$ cat src/rtl/bgtr_pkg.sv
// ----------------------------------------------------------------------------
// Bitmap glyph text renderer package
// Shared payload types, control structs and fixed constants.
// ----------------------------------------------------------------------------
package bgtr_pkg;

    localparam int FONT_BYTES    = 3040;
    localparam int FONT_ADDR_W   = 12;
    localparam int GLYPH_BITS    = 16;
    localparam int FRAME_ADDR_W  = 19;
    localparam int MASK_W        = 11;
    localparam int COLOR_W       = 16;
    localparam int COORD_W       = 10;
    localparam int DIM_W         = 12;

    localparam logic OP_LOAD = 1'b0;
    localparam logic OP_DRAW = 1'b1;

    localparam logic [7:0] CHAR_FIRST = 8'h20;
    localparam logic [7:0] CHAR_LAST  = 8'h7E;
    localparam logic [7:0] CHAR_SUBST = 8'h3F;

    localparam logic [COORD_W-1:0] CURSOR_MAX  = 10'h3FF;
    localparam logic [COLOR_W-1:0] COLOR_RESET = 16'hFFFF;

    typedef struct packed {
        logic                   operation;
        logic [FONT_ADDR_W-1:0] font_address;
        logic [7:0]             font_byte;
        logic [7:0]             char_code;
        logic                   new_string;
        logic [COORD_W-1:0]     start_x;
        logic [COORD_W-1:0]     start_y;
    } bgtr_in_t;

    typedef struct packed {
        logic [FRAME_ADDR_W-1:0] frame_address;
        logic [MASK_W-1:0]       pixel_mask;
        logic [COLOR_W-1:0]      pixel_color;
        logic                    last_row;
    } bgtr_out_t;

    typedef struct packed {
        logic accept_load;
        logic accept_draw;
        logic setup;
        logic issue;
    } bgtr_cmd_t;

    typedef struct packed {
        logic can_advance;
        logic row_last;
    } bgtr_status_t;

endpackage

$ cat src/rtl/bgtr_ctrl.sv
// ----------------------------------------------------------------------------
// Bitmap glyph text renderer controller
// Sequences transaction intake, cursor setup and the per-row read issue.
// ----------------------------------------------------------------------------
module bgtr_ctrl (
    input  logic                  aclk,
    input  logic                  aresetn,
    input  logic                  s_valid,
    input  logic                  operation,
    output logic                  s_ready,
    output bgtr_pkg::bgtr_cmd_t   cmd,
    input  bgtr_pkg::bgtr_status_t status
);
    import bgtr_pkg::*;

    typedef enum logic [1:0] {
        ST_IDLE,
        ST_SETUP,
        ST_ROWS
    } state_t;

    state_t state_reg;
    state_t state_next;
    logic   accept;

    assign s_ready = (state_reg == ST_IDLE);
    assign accept  = s_valid && s_ready;

    always_comb begin
        cmd.accept_load = accept && (operation == OP_LOAD);
        cmd.accept_draw = accept && (operation == OP_DRAW);
        cmd.setup       = (state_reg == ST_SETUP);
        cmd.issue       = (state_reg == ST_ROWS) && status.can_advance;
    end

    always_comb begin
        state_next = state_reg;
        unique case (state_reg)
            ST_IDLE: begin
                if (cmd.accept_draw) begin
                    state_next = ST_SETUP;
                end
            end
            ST_SETUP: begin
                state_next = ST_ROWS;
            end
            ST_ROWS: begin
                if (cmd.issue && status.row_last) begin
                    state_next = ST_IDLE;
                end
            end
            default: begin
                state_next = ST_IDLE;
            end
        endcase
    end

    always_ff @(posedge aclk) begin
        if (!aresetn) begin
            state_reg <= ST_IDLE;
        end else begin
            state_reg <= state_next;
        end
    end

endmodule

$ cat config.mk
export PLATFORM = sky130hd
export DESIGN_NAME = bgtr_ctrl
export DESIGN_NICKNAME = d
export VERILOG_FILES = /design/src/rtl/bgtr_pkg.sv /design/src/rtl/bgtr_ctrl.sv
export SDC_FILE = /design/constraint.sdc
export NUM_CORES = 1
export LEC_CHECK = 0
export ABC_AREA = 1
export ABC_CLOCK_PERIOD_IN_PS = 1000
export BUFFER_PORTS_ARGS = -buffer_cell sky130_fd_sc_hd__buf_2
export CAP_MARGIN = 20
export CORE_AREA = 10 10 47 49
export CTS_BUF_LIST = sky130_fd_sc_hd__clkbuf_4
export DETAILED_ROUTE_END_ITERATION = 12
export DIE_AREA = 0 0 57 59
export PLACE_DENSITY_LB_ADDON = 0.3
export SETUP_SLACK_MARGIN = 0.1
export SYNTH_ARGS = -nofsm -noshare
export SYNTH_HDL_FRONTEND = slang
export SYNTH_SLANG_ARGS = --single-unit
export TNS_END_PERCENT = 100
$ cat constraint.sdc
create_clock -name aclk -period 1 [get_ports aclk]
set_input_delay 0.05 -clock aclk [delete_from_list [all_inputs] [get_ports aclk]]
set_output_delay 0.05 -clock aclk [all_outputs]
set_load 0.03 [all_outputs]
==> results of run 1 <==
## logic make-up after synthesis
logic type | share of synthesized area
flip-flops | 0.356
AO/OA/AOI/OAI | 0.0444
buffers and inverters | 0.167
AND/OR/NAND/NOR | 0.433
## metal layers
layer	vias to the layer above	wire length (um)	track usage
met1	62	185	0.0273
li1	81	-	-
met2	10	178	0.0326
met5	-	0	0
met3	2	69	0.0279
met4	0	23	0.0604
## through the flow
step | hold WS (ns) | instances | TNS (ns) | cell area, um2 | setup WS, ns
final | 0.0914 | 48 | -0.0488 | 280 | -0.0262
after global routing | 0.0997 | 48 | -0.224 | 280 | -0.0843
after CTS | 0.0867 | 47 | -0.0823 | 268 | -0.0414
after detailed placement | 0.333 | 43 | 0 | 209 | 0.120
after global placement | 0.321 | 43 | 0 | 209 | 0.118
after floorplan | 0.141 | 17 | 0 | 139 | 0.0673
## synthesized netlist by cell type
cell type,count,area (um2)
a21oi_1,1,5.00
and3_1,1,6.26
dfxtp_1,2,40.0
inv_1,5,18.8
nand2_1,2,7.51
nand2_2,1,6.26
nand3_1,1,5.00
nor2_1,2,7.51
nor2_2,1,6.26
nor3_2,1,10.0
## worst max path at each step
stage | from | endpoint | slack (ns) | depth (start not counted)
floorplan | state_reg[1]$_SDFFE_PN0P_ | cmd[2] | 0.07 | 3
global placement | state_reg[1]$_SDFFE_PN0P_ | cmd[2] | 0.12 | 4
detailed placement | state_reg[1]$_SDFFE_PN0P_ | cmd[2] | 0.12 | 4
CTS | state_reg[0]$_SDFFE_PN0P_ | cmd[2] | -0.04 | 4
global route | state_reg[0]$_SDFFE_PN0P_ | cmd[2] | -0.08 | 4
finish | state_reg[0]$_SDFFE_PN0P_ | cmd[2] | -0.03 | 4
## worst max-delay path, cell delays in order, from the launching register on
cell and delay, ns:
dfxtp_2 0.33, nor2_4 0.13, nand2_4 0.08, nor2_4 0.08, buf_6 0.13
## layout make-up
type	count	area [um2]	area share
Timing Repair Buffer	12	92.6	0.330
Multi-Input combinational cell	10	83.8	0.299
Sequential cell	2	42.5	0.152
Clock buffer	3	22.5	0.0804
Tap cell	16	20.0	0.0714
Inverter	5	18.8	0.0670
## cells in the final DEF (no fill, tap or decap)
cell,instances
inv_1,5
buf_2,5
buf_6,4
nor2_4,3
clkbuf_4,3
buf_4,3
nand2_1,2
dfxtp_2,2
nand2_4,1
and3_4,1
nand3_1,1
a21oi_1,1
nor3_2,1
## power breakdown
group | internal [uW] | switching [uW]
combinational | 47.5 | 55.8
clock | 133 | 47.7
sequential | 84.8 | 4.72
total | 265 | 108
## what timing repair did
item | in CTS | in global routing
buffers inserted | 1 | 1
hold endpoints to repair | 0 | 0
hold buffers | 0 | 0
gates resized for setup | 10 | 1
pin swaps | 3 | 0
setup endpoints to repair | 5 | 5
==> key figures, run 1 <==
Power and ir drop
  • Worst VDD drop: around 380 uV
  • PwrDens: 1330 nW/um2
  • Tot Pwr: about 370 uW
  • P_leak: about 0.00014 uW

Worst setup path
  • CP Max Fanout: 3
  • CP arrival: ~0.98 ns
  • R2R Path Start: state_reg[0]$_SDFFE_PN0P_
  • R2r setup slk: 0.17 ns
  • Reg2reg end: state_reg[0]$_SDFFE_PN0P_
  • R2R cell count: 4
  • Required time of the critical path: 0.95 ns
  • CP endpoint kind: output port
  • Setup CP Type: flip-flop to output port
  • Crit path launch type: flip-flop

Floorplan
  • Overall die width: between 50 and 60 um
  • Std cell rows: 14
  • Core Area: approximately 1400 um2
  • I/O Pins: 11
  • Starting Density: 0.0804
  • Die footprint: 3360 um2
  • Die H: approximately 59 um

STA
  • Max-slew headroom: 0.912
  • RSZ-0062 raised after global routing: yes
  • Setup-failing EPs final: 2
  • Final hold vios: 0
  • Max Fclk: a little under 1 GHz
  • Slew at the pin closest to its max-slew limit: 0.131 ns
  • Slew Limit Fails: 0
  • Worst setup margin: -0.0262 ns
  • Final Skew: 0.00206 ns
  • Tmin final: 1.03 ns
  • Final period utilization: 1.03

Synthesis
  • Number of synthesis warnings: 0
  • Syn Nets: 23
  • Synthesized area: 113 um2
  • Mean area per synthesized cell: between 6 and 7 um2
  • Yosys cell types: 10
  • Sequential element share of the synthesized area: 0.356
  • FF+latch count, synth: 2
  • Mapped Cells: 17

Placement
  • Hpwl dp: 330 um
  • Placer Congestion: about 0.63
  • Port bufs: 10

Routing
  • First-pass DRT Iterations: 2
  • DR DRC count: 0
  • Vias per inst: roughly 3.2
  • Routed Antenna Nets: 0
  • DR vias: about 160
  • Final WL: 457 um
  • Drt wl/cell: around 9.5 um
  • Drt first-iter violations: 1

Final layout
  • FILL cells: about 170
  • Share of cells above drive strength 1: 0.719
  • Fin util: 0.200
  • Antenna diodes: 0
  • Layout net count: 40
  • Synthesis-to-finish area growth: 149%
  • Max FFs per register: 2

Worst hold path
  • Min-delay worst type: input pin to flip-flop
  • Hold endpoint: state_reg[0]$_SDFFE_PN0P_
  • Hold_sp: aresetn
  • Hold depth: 3

GRT
  • Tot GR Track Use: 0.0324
  • First-pass GRT wire length: 759 um
  • Pin count of the biggest net entering global routing: 5
  • Total congestion overflow: 0
  • Initial antenna violation count: 0
  • Vias in the first global route: around 180

Status
  • Failing checks: setup timing
  • Outcome: finished, violations left

Clock network
  • H-tree level count: 1
  • Clk slew on worst S/H paths: 0.03 ns
  • Clock Sinks: 2
  • Root Buffer Master: clkbuf_4
  • Cts bufs inserted: 3
  • Later-pin clock latency in the skew report: approximately 0.22 ns
  • Longest Clk Path Bufs: 2
  • TritonCTS clock tree: built

Job
  • Max Cap Viol: 0
Note: power is estimated with default switching activity, not from simulation.
==> run 2: changes to the inputs <==
--- a/config.mk
+++ b/config.mk
@@ -5,7 +5,6 @@
 export SDC_FILE = /design/constraint.sdc
 export NUM_CORES = 1
 export LEC_CHECK = 0
-export ABC_AREA = 1
 export ABC_CLOCK_PERIOD_IN_PS = 1000
 export BUFFER_PORTS_ARGS = -buffer_cell sky130_fd_sc_hd__buf_2
 export CAP_MARGIN = 20
@@ -14,6 +13,7 @@
 export DETAILED_ROUTE_END_ITERATION = 12
 export DIE_AREA = 0 0 57 59
 export PLACE_DENSITY_LB_ADDON = 0.3
+export REMOVE_ABC_BUFFERS = 1
 export SETUP_SLACK_MARGIN = 0.1
 export SYNTH_ARGS = -nofsm -noshare
 export SYNTH_HDL_FRONTEND = slang
==> constraint.sdc (replaced) <==
create_clock -name aclk -period 1 [get_ports aclk]
set_input_delay 0.2 -clock aclk [delete_from_list [all_inputs] [get_ports aclk]]
set_output_delay 0.2 -clock aclk [all_outputs]
set_load 0.03 [all_outputs]
==> run 2 against run 1 <==
The run still ends with setup timing left; sequential share of layout area is 0.20 points lower; worst setup slack worse by 0.17 ns; flip-flop and latch count stayed put; highest routed layer is now met3.
==> key figures, run 2 <==
Synthesis
  • Mean area per synthesized cell: 7.60 um2
  • Compound-gate portion of the synthesized area: 0.127
  • Yosys cell types: 11
  • FF+latch count, synth: 2
  • Synth Area in Simple Gates: 0.430
  • Adder-cell share of the synthesized area: 0
  • Number of synthesized flops with an enable pin: 0
  • Largest cells by area after synthesis: dfxtp_1, nor2_1, o21a_1
  • Sequential element share of the synthesized area: 0.405
  • Async S/R FF share, synth: 0
  • Number of synthesis warnings: 0
  • Synth top cells by count: dfxtp_1, nor2_1
  • Mux contribution to synthesized area: 0
  • Main combinational cell family by area after synthesis: simple AND/OR/NAND/NOR gates
  • Mapped Cells: 13
  • Post-Synth XOR/XNOR Area: 0
  • Yosys top cell area share: 0.405
  • Synthesized area: a little under 100 um2
  • Yosys top cell by area: dfxtp_1
  • Most used flip-flop cell after synthesis: dfxtp_1

Final layout
  • Fin util: 0.203
  • FILL cells: roughly 170
  • Area of the multi-input gates: just over 90 um2
  • Antenna diodes: 0
  • Post-Layout Cell Count: 45
  • Storage element area: 42.5 um2
  • Most frequent cells in the layout: buf_2, buf_6, clkbuf_4, buf_4
  • Max FFs per register: 2
  • Synthesis-to-finish area growth: 187%
  • Layout net count: 37
  • Share of cells above drive strength 1: 0.897

Worst setup path
  • CP arrival: 1.00 ns
  • Setup CP Type: flip-flop to output port
  • CP bufs+invs: 1
  • CP max-delay cell: dfxtp_2
  • R2R cell count: 4
  • R2R Path Start: state_reg[1]$_SDFFE_PN0P_
  • CP max stage delay: 0.32 ns
  • Critical path, cell by cell: nor2_4 -> and3_4 -> buf_6
  • R2r setup slk: about 0.05 ns
  • Required time of the critical path: about 0.8 ns
  • CP endpoint kind: output port
  • Critical path's top delay family: simple AND/OR/NAND/NOR gates
  • Crit path launch type: flip-flop
  • CP Max Fanout: 3
  • Reg2reg end: state_reg[0]$_SDFFE_PN0P_

Clock network
  • Later-pin clock latency in the skew report: between 0.2 and 0.25 ns
  • Cts bufs inserted: 3
  • Clk slew on worst S/H paths: around 0.03 ns
  • Hold-fix buffer count after cts: 0
  • H-tree level count: 1
  • Longest Clk Path Bufs: 2
  • TritonCTS clock tree: built
  • Root Buffer Master: clkbuf_4
  • Clock Sinks: 2

Floorplan
  • Std cell rows: 14
  • Starting Density: 0.0705
  • I/O Pins: 11
  • Core Area: about 1400 um2
  • Overall die width: around 57 um
  • Die H: approximately 59 um
  • Die footprint: roughly 3400 um2

Job
  • Max Cap Viol: 0

Power and ir drop
  • PwrDens: roughly 1300 nW/um2
  • Clock share of power: 0.480
  • P_leak: 0.000132 uW
  • Combinational group share of total power: 0.277
  • Worst VDD drop: ~290 uV
  • Tot Pwr: roughly 370 uW
  • Pint: 269 uW
  • Seq pwr share: 0.243
  • Sw Pwr: a little over 100 uW
  • Sw frac: 0.273

Routing
  • Vias per inst: roughly 3.3
  • First-pass DRT Iterations: 2
  • DR vias: roughly 150
  • Drt first-iter violations: 1
  • DR DRC count: 0
  • Drt wl/cell: roughly 11 um
  • Final WL: a little under 500 um
  • Routed Antenna Nets: 0

Placement
  • Hpwl dp: 371 um
  • Placed instance count: approximately 40
  • Placer Congestion: 0.638
  • Port bufs: 10

STA
  • Max Fclk: roughly 0.84 GHz
  • Setup-failing EPs final: 5
  • RSZ-0062 raised after global routing: yes
  • Slew Limit Fails: 0
  • Max-slew headroom: 0.886
  • Tmin final: between 1 and 1.5 ns
  • Final hold slack: a little over 0.2 ns
  • Worst setup margin: -0.197 ns
  • Final hold vios: 0
  • Slew at the pin closest to its max-slew limit: 0.170 ns
  • Final period utilization: 1.20
  • Final Skew: ~0.0019 ns
  • Final setup TNS: -0.798 ns

Worst hold path
  • Hold depth: 2
  • Min-delay worst type: input pin to flip-flop
  • Hold_sp: aresetn
  • Hold endpoint: state_reg[1]$_SDFFE_PN0P_

Status
  • Outcome: finished, violations left
  • Failing checks: setup timing

GRT
  • Pin count of the biggest net entering global routing: 4
  • First-pass GRT wire length: approximately 750 um
  • Met2 GRT Util: 0.0295
  • Grt met3 use: 0.0322
  • Tot GR Track Use: 0.0332
  • Vias in the first global route: ~170
  • Total congestion overflow: 0
  • Busiest grt layer: met4
  • GR Util met1: 0.0367
  • Initial antenna violation count: 0
[run 2: cell count changes after synthesis, sizes merged]
cell    before  now
nor2b        0    1
and2         0    1
inv          5    1
o21a         0    1
nand2b       0    1
nand3        1    0
nor3         1    0
nand2        3    1
[run 2: timing repair]
item	CTS	global route
buffers inserted	1	0
gates resized for setup	13	8
setup endpoints to repair	6	7
pin swaps	3	4
[run 2: layer usage]
metal  vias to the layer above  part of all wire
met5                         -                 0
met2                        11              0.29
met4                         0                 0
li1                         73                 -
met1                        65              0.55
met3                         0              0.16
[run 2: worst reg2reg max path, stage by stage (launching register included)]
cell and delay [ns]:
dfxtp_2 0.37, nor2_4 0.05, and3_4 0.15, buf_4 0.12, and2_4 0.14
[run 2: how the worst max path moves through the flow]
stage               slack, ns                       from      to  cells after the start
CTS                     -0.22  state_reg[1]$_SDFFE_PN0P_  cmd[3]                      4
detailed placement      -0.04  state_reg[0]$_SDFFE_PN0P_  cmd[2]                      3
floorplan               -0.33  state_reg[0]$_SDFFE_PN0P_  cmd[3]                      3
global route            -0.24  state_reg[0]$_SDFFE_PN0P_  cmd[2]                      3
global placement        -0.04  state_reg[0]$_SDFFE_PN0P_  cmd[2]                      3
finish                  -0.20  state_reg[0]$_SDFFE_PN0P_  cmd[2]                      3
[run 2: per-stage QoR]
stage / setup slack, ns / area [um2]
3_5_place_dp: -0.0390 / 184
2_1_floorplan: -0.329 / 98.8
5_1_grt: -0.239 / 284
4_1_cts: -0.223 / 253
6_report: -0.197 / 284
3_3_place_gp: -0.0353 / 184
[run 2: area by class of cell]
type                            count  area share
Clock buffer                        3      0.0793
Inverter                            1      0.0132
Multi-Input combinational cell     10       0.322
Sequential cell                     2       0.150
Tap cell                           16      0.0705
Timing Repair Buffer               13       0.366
[run 2: power by group through the flow]
stage	clock (uW)	sequential, uW	combinational [uW]
2_1_floorplan	0	87.4	37.6
3_3_place_gp	0	87.7	68.8
3_5_place_dp	0	87.8	68.1
4_1_cts	192	88.8	90.9
5_1_grt	198	90.2	110
6_report	178	90.0	103
[run 2: cell families (layout without fill, tap and decap cells)]
group,count (synthesis),count (layout)
simple gates,8,8
compound gates,2,2
flops,2,2
buf+inv,1,17
==> run 3: changes to the inputs <==
--- a/config.mk
+++ b/config.mk
@@ -5,13 +5,15 @@
 export SDC_FILE = /design/constraint.sdc
 export NUM_CORES = 1
 export LEC_CHECK = 0
+export ABC_AREA = 1
 export ABC_CLOCK_PERIOD_IN_PS = 1000
 export BUFFER_PORTS_ARGS = -buffer_cell sky130_fd_sc_hd__buf_2
 export CAP_MARGIN = 20
 export CORE_AREA = 10 10 47 49
-export CTS_BUF_LIST = sky130_fd_sc_hd__clkbuf_4
+export CTS_BUF_LIST = sky130_fd_sc_hd__clkbuf_8
 export DETAILED_ROUTE_END_ITERATION = 12
 export DIE_AREA = 0 0 57 59
+export GPL_TIMING_DRIVEN = 0
 export PLACE_DENSITY_LB_ADDON = 0.3
 export REMOVE_ABC_BUFFERS = 1
 export SETUP_SLACK_MARGIN = 0.1
==> run 3 against run 2 <==
The flow still finishes with violations (setup timing); via count is 4.7% higher; combinational power down 6%; largest power group unchanged; wire length is 15% lower; total power rose by 34%; utilization is 0.36 points higher; highest routed layer is now met4; die area stayed put; global-route usage fell by 0.43 points; clock skew about the same; maximum frequency up 2.5%; critical endpoint unchanged; sequential power down 2.3%; flip-flop and latch count stayed put.
==> key figures, run 3 (synthesized netlist as in run 1, its figures left out) <==
STA
  • Max-slew headroom: 0.912
  • Worst setup margin: -0.167 ns
  • Tmin final: between 1 and 1.5 ns
  • Final period utilization: 1.17
  • Final Skew: 0.00163 ns
  • Final hold vios: 0
  • RSZ-0062 raised after global routing: yes
  • Final hold slack: approximately 0.26 ns
  • Slew Limit Fails: 0
  • Max Fclk: between 0.8 and 0.9 GHz
  • Setup-failing EPs final: 5
  • Slew at the pin closest to its max-slew limit: ~0.13 ns

Clock network
  • Clock Sinks: 2
  • Longest Clk Path Bufs: 2
  • H-tree level count: 1
  • Cts bufs inserted: 3
  • Later-pin clock latency in the skew report: around 0.21 ns
  • Root Buffer Master: clkbuf_8
  • Clk slew on worst S/H paths: about 0.03 ns
  • TritonCTS clock tree: built
  • Hold-fix buffer count after cts: 0

Power and ir drop
  • Sw Pwr: between 100 and 150 uW
  • Seq pwr share: 0.177
  • Sw frac: 0.234
  • Combinational group share of total power: 0.195
  • Worst VDD drop: between 500 and 600 uV
  • PwrDens: about 1700 nW/um2
  • Clock share of power: 0.628
  • P_leak: approximately 0.00014 uW
  • Pint: 380 uW

Worst setup path
  • CP bufs+invs: 1
  • CP Max Fanout: 3
  • Required time of the critical path: approximately 0.8 ns
  • CP max stage delay: about 0.33 ns
  • CP max-delay cell: dfxtp_2
  • Setup CP Type: flip-flop to output port
  • Critical path, cell by cell: nor2_4 -> nand2_4 -> nor2_4 -> buf_6
  • Cell mode on critical path: nor2_4
  • CP arrival: 0.97 ns
  • Critical path's top delay family: flip-flops
  • Crit path launch type: flip-flop
  • CP endpoint kind: output port

Floorplan
  • Starting Density: 0.0804
  • Overall die width: between 50 and 60 um
  • Std cell rows: 14
  • Die H: 59 um
  • Core Area: approximately 1400 um2
  • Die footprint: roughly 3400 um2
  • I/O Pins: 11

Final layout
  • Synthesis-to-finish area growth: 157%
  • Storage element area: 45.0 um2
  • FILL cells: 168
  • Commonest non-fill, non-tap cell in the layout: buf_2
  • Max FFs per register: 2
  • Layout net count: 39
  • Share of cells above drive strength 1: 0.710
  • Antenna diodes: 0
  • Fin util: 0.206
  • Most frequent cells in the layout: buf_2, inv_1, buf_6
  • Area of the multi-input gates: between 70 and 80 um2

GRT
  • Met2 GRT Util: 0.0248
  • Vias in the first global route: ~170
  • Pin count of the biggest net entering global routing: 5
  • Busiest grt layer: met4
  • Total congestion overflow: 0
  • First-pass GRT wire length: approximately 660 um
  • Grt met3 use: 0.0343
  • Tot GR Track Use: 0.0289
  • Initial antenna violation count: 0
  • GR Util met1: 0.0237

Routing
  • Vias per inst: between 3 and 4
  • Drt wl/cell: around 9 um
  • DR vias: approximately 160
  • First-pass DRT Iterations: 2
  • Final WL: just over 400 um
  • Routed Antenna Nets: 0
  • DR DRC count: 0
  • Drt first-iter violations: 2

Placement
  • Port bufs: 10
  • Placer Congestion: around 0.63
  • Hpwl dp: about 330 um

Status
  • Failing checks: setup timing
  • Outcome: finished, violations left

Job
  • Max Cap Viol: 0

Worst hold path
  • Min-delay worst type: input pin to flip-flop
-- run 3: cell count changes in the layout (fill, tap and decap cells not counted), sizes merged --
cell,delta
nor2b,-1
nand2b,-1
buf,-2
inv,+4
nor3,+1
nand2,+2
nand3,+1
and2,-1
o21a,-1
-- run 3: repair_timing --
action	in CTS	in global routing
pin swaps	4	4
cloned	0	0
gates resized for setup	11	8
endpoints found under the setup margin	5	5
setup buffers	1	0
-- run 3: per-stage QoR --
| step | cell area, um2 | TNS, ns | total power (uW) | cells | setup slack [ns] |
|---|---|---|---|---|---|
| finish | 289 | -0.579 | 496 | 47 | -0.167 |
| global route | 289 | -0.861 | 533 | 47 | -0.235 |
| CTS | 259 | -0.721 | 497 | 47 | -0.231 |
| detailed placement | 183 | -0.0504 | 155 | 43 | -0.0296 |
| global placement | 183 | -0.0198 | 155 | 43 | -0.0131 |
| floorplan | 113 | -0.746 | 130 | 17 | -0.373 |
-- run 3: layer usage --
layer	part of all wire	routed length (um)	up-vias
met5	0	0	-
met4	0.066	27	0
met3	0.23	96	2
met2	0.33	135	12
met1	0.37	153	63
li1	-	-	79
-- run 3: cell type report --
cell class	count	share of cell area
multi-input cells	10	0.273
clock buffers	3	0.143
inverters	5	0.0649
well taps	16	0.0693
repair buffers	11	0.294
flip-flops and latches	2	0.156
-- run 3: power by group through the flow --
stage / combinational [uW] / sequential [uW] / clock [uW]
floorplan: 42.3 / 87.8 / 0
global placement: 66.1 / 88.5 / 0
detailed placement: 66.6 / 88.4 / 0
CTS: 82.6 / 89.7 / 325
global route: 105 / 88.7 / 339
finish: 96.8 / 87.9 / 312
-- run 3: worst register-to-register path: stages (launching register included) --
cell	delay, ns
dfxtp_2	0.33
nor2_4	0.13
nand2_4	0.08
nor3_2	0.09
-- run 3: path summary, 6_finish.rpt --
kind / start / endpoint / slack (ns) / cells past startpoint
hold / removal: aresetn / state_reg[0]$_SDFFE_PN0P_ / 0.26 / 3
setup reg to reg: state_reg[0]$_SDFFE_PN0P_ / state_reg[0]$_SDFFE_PN0P_ / 0.29 / 3
hold reg to reg: state_reg[0]$_SDFFE_PN0P_ / state_reg[1]$_SDFFE_PN0P_ / 0.52 / 2
setup / recovery: state_reg[0]$_SDFFE_PN0P_ / cmd[2] / -0.17 / 4
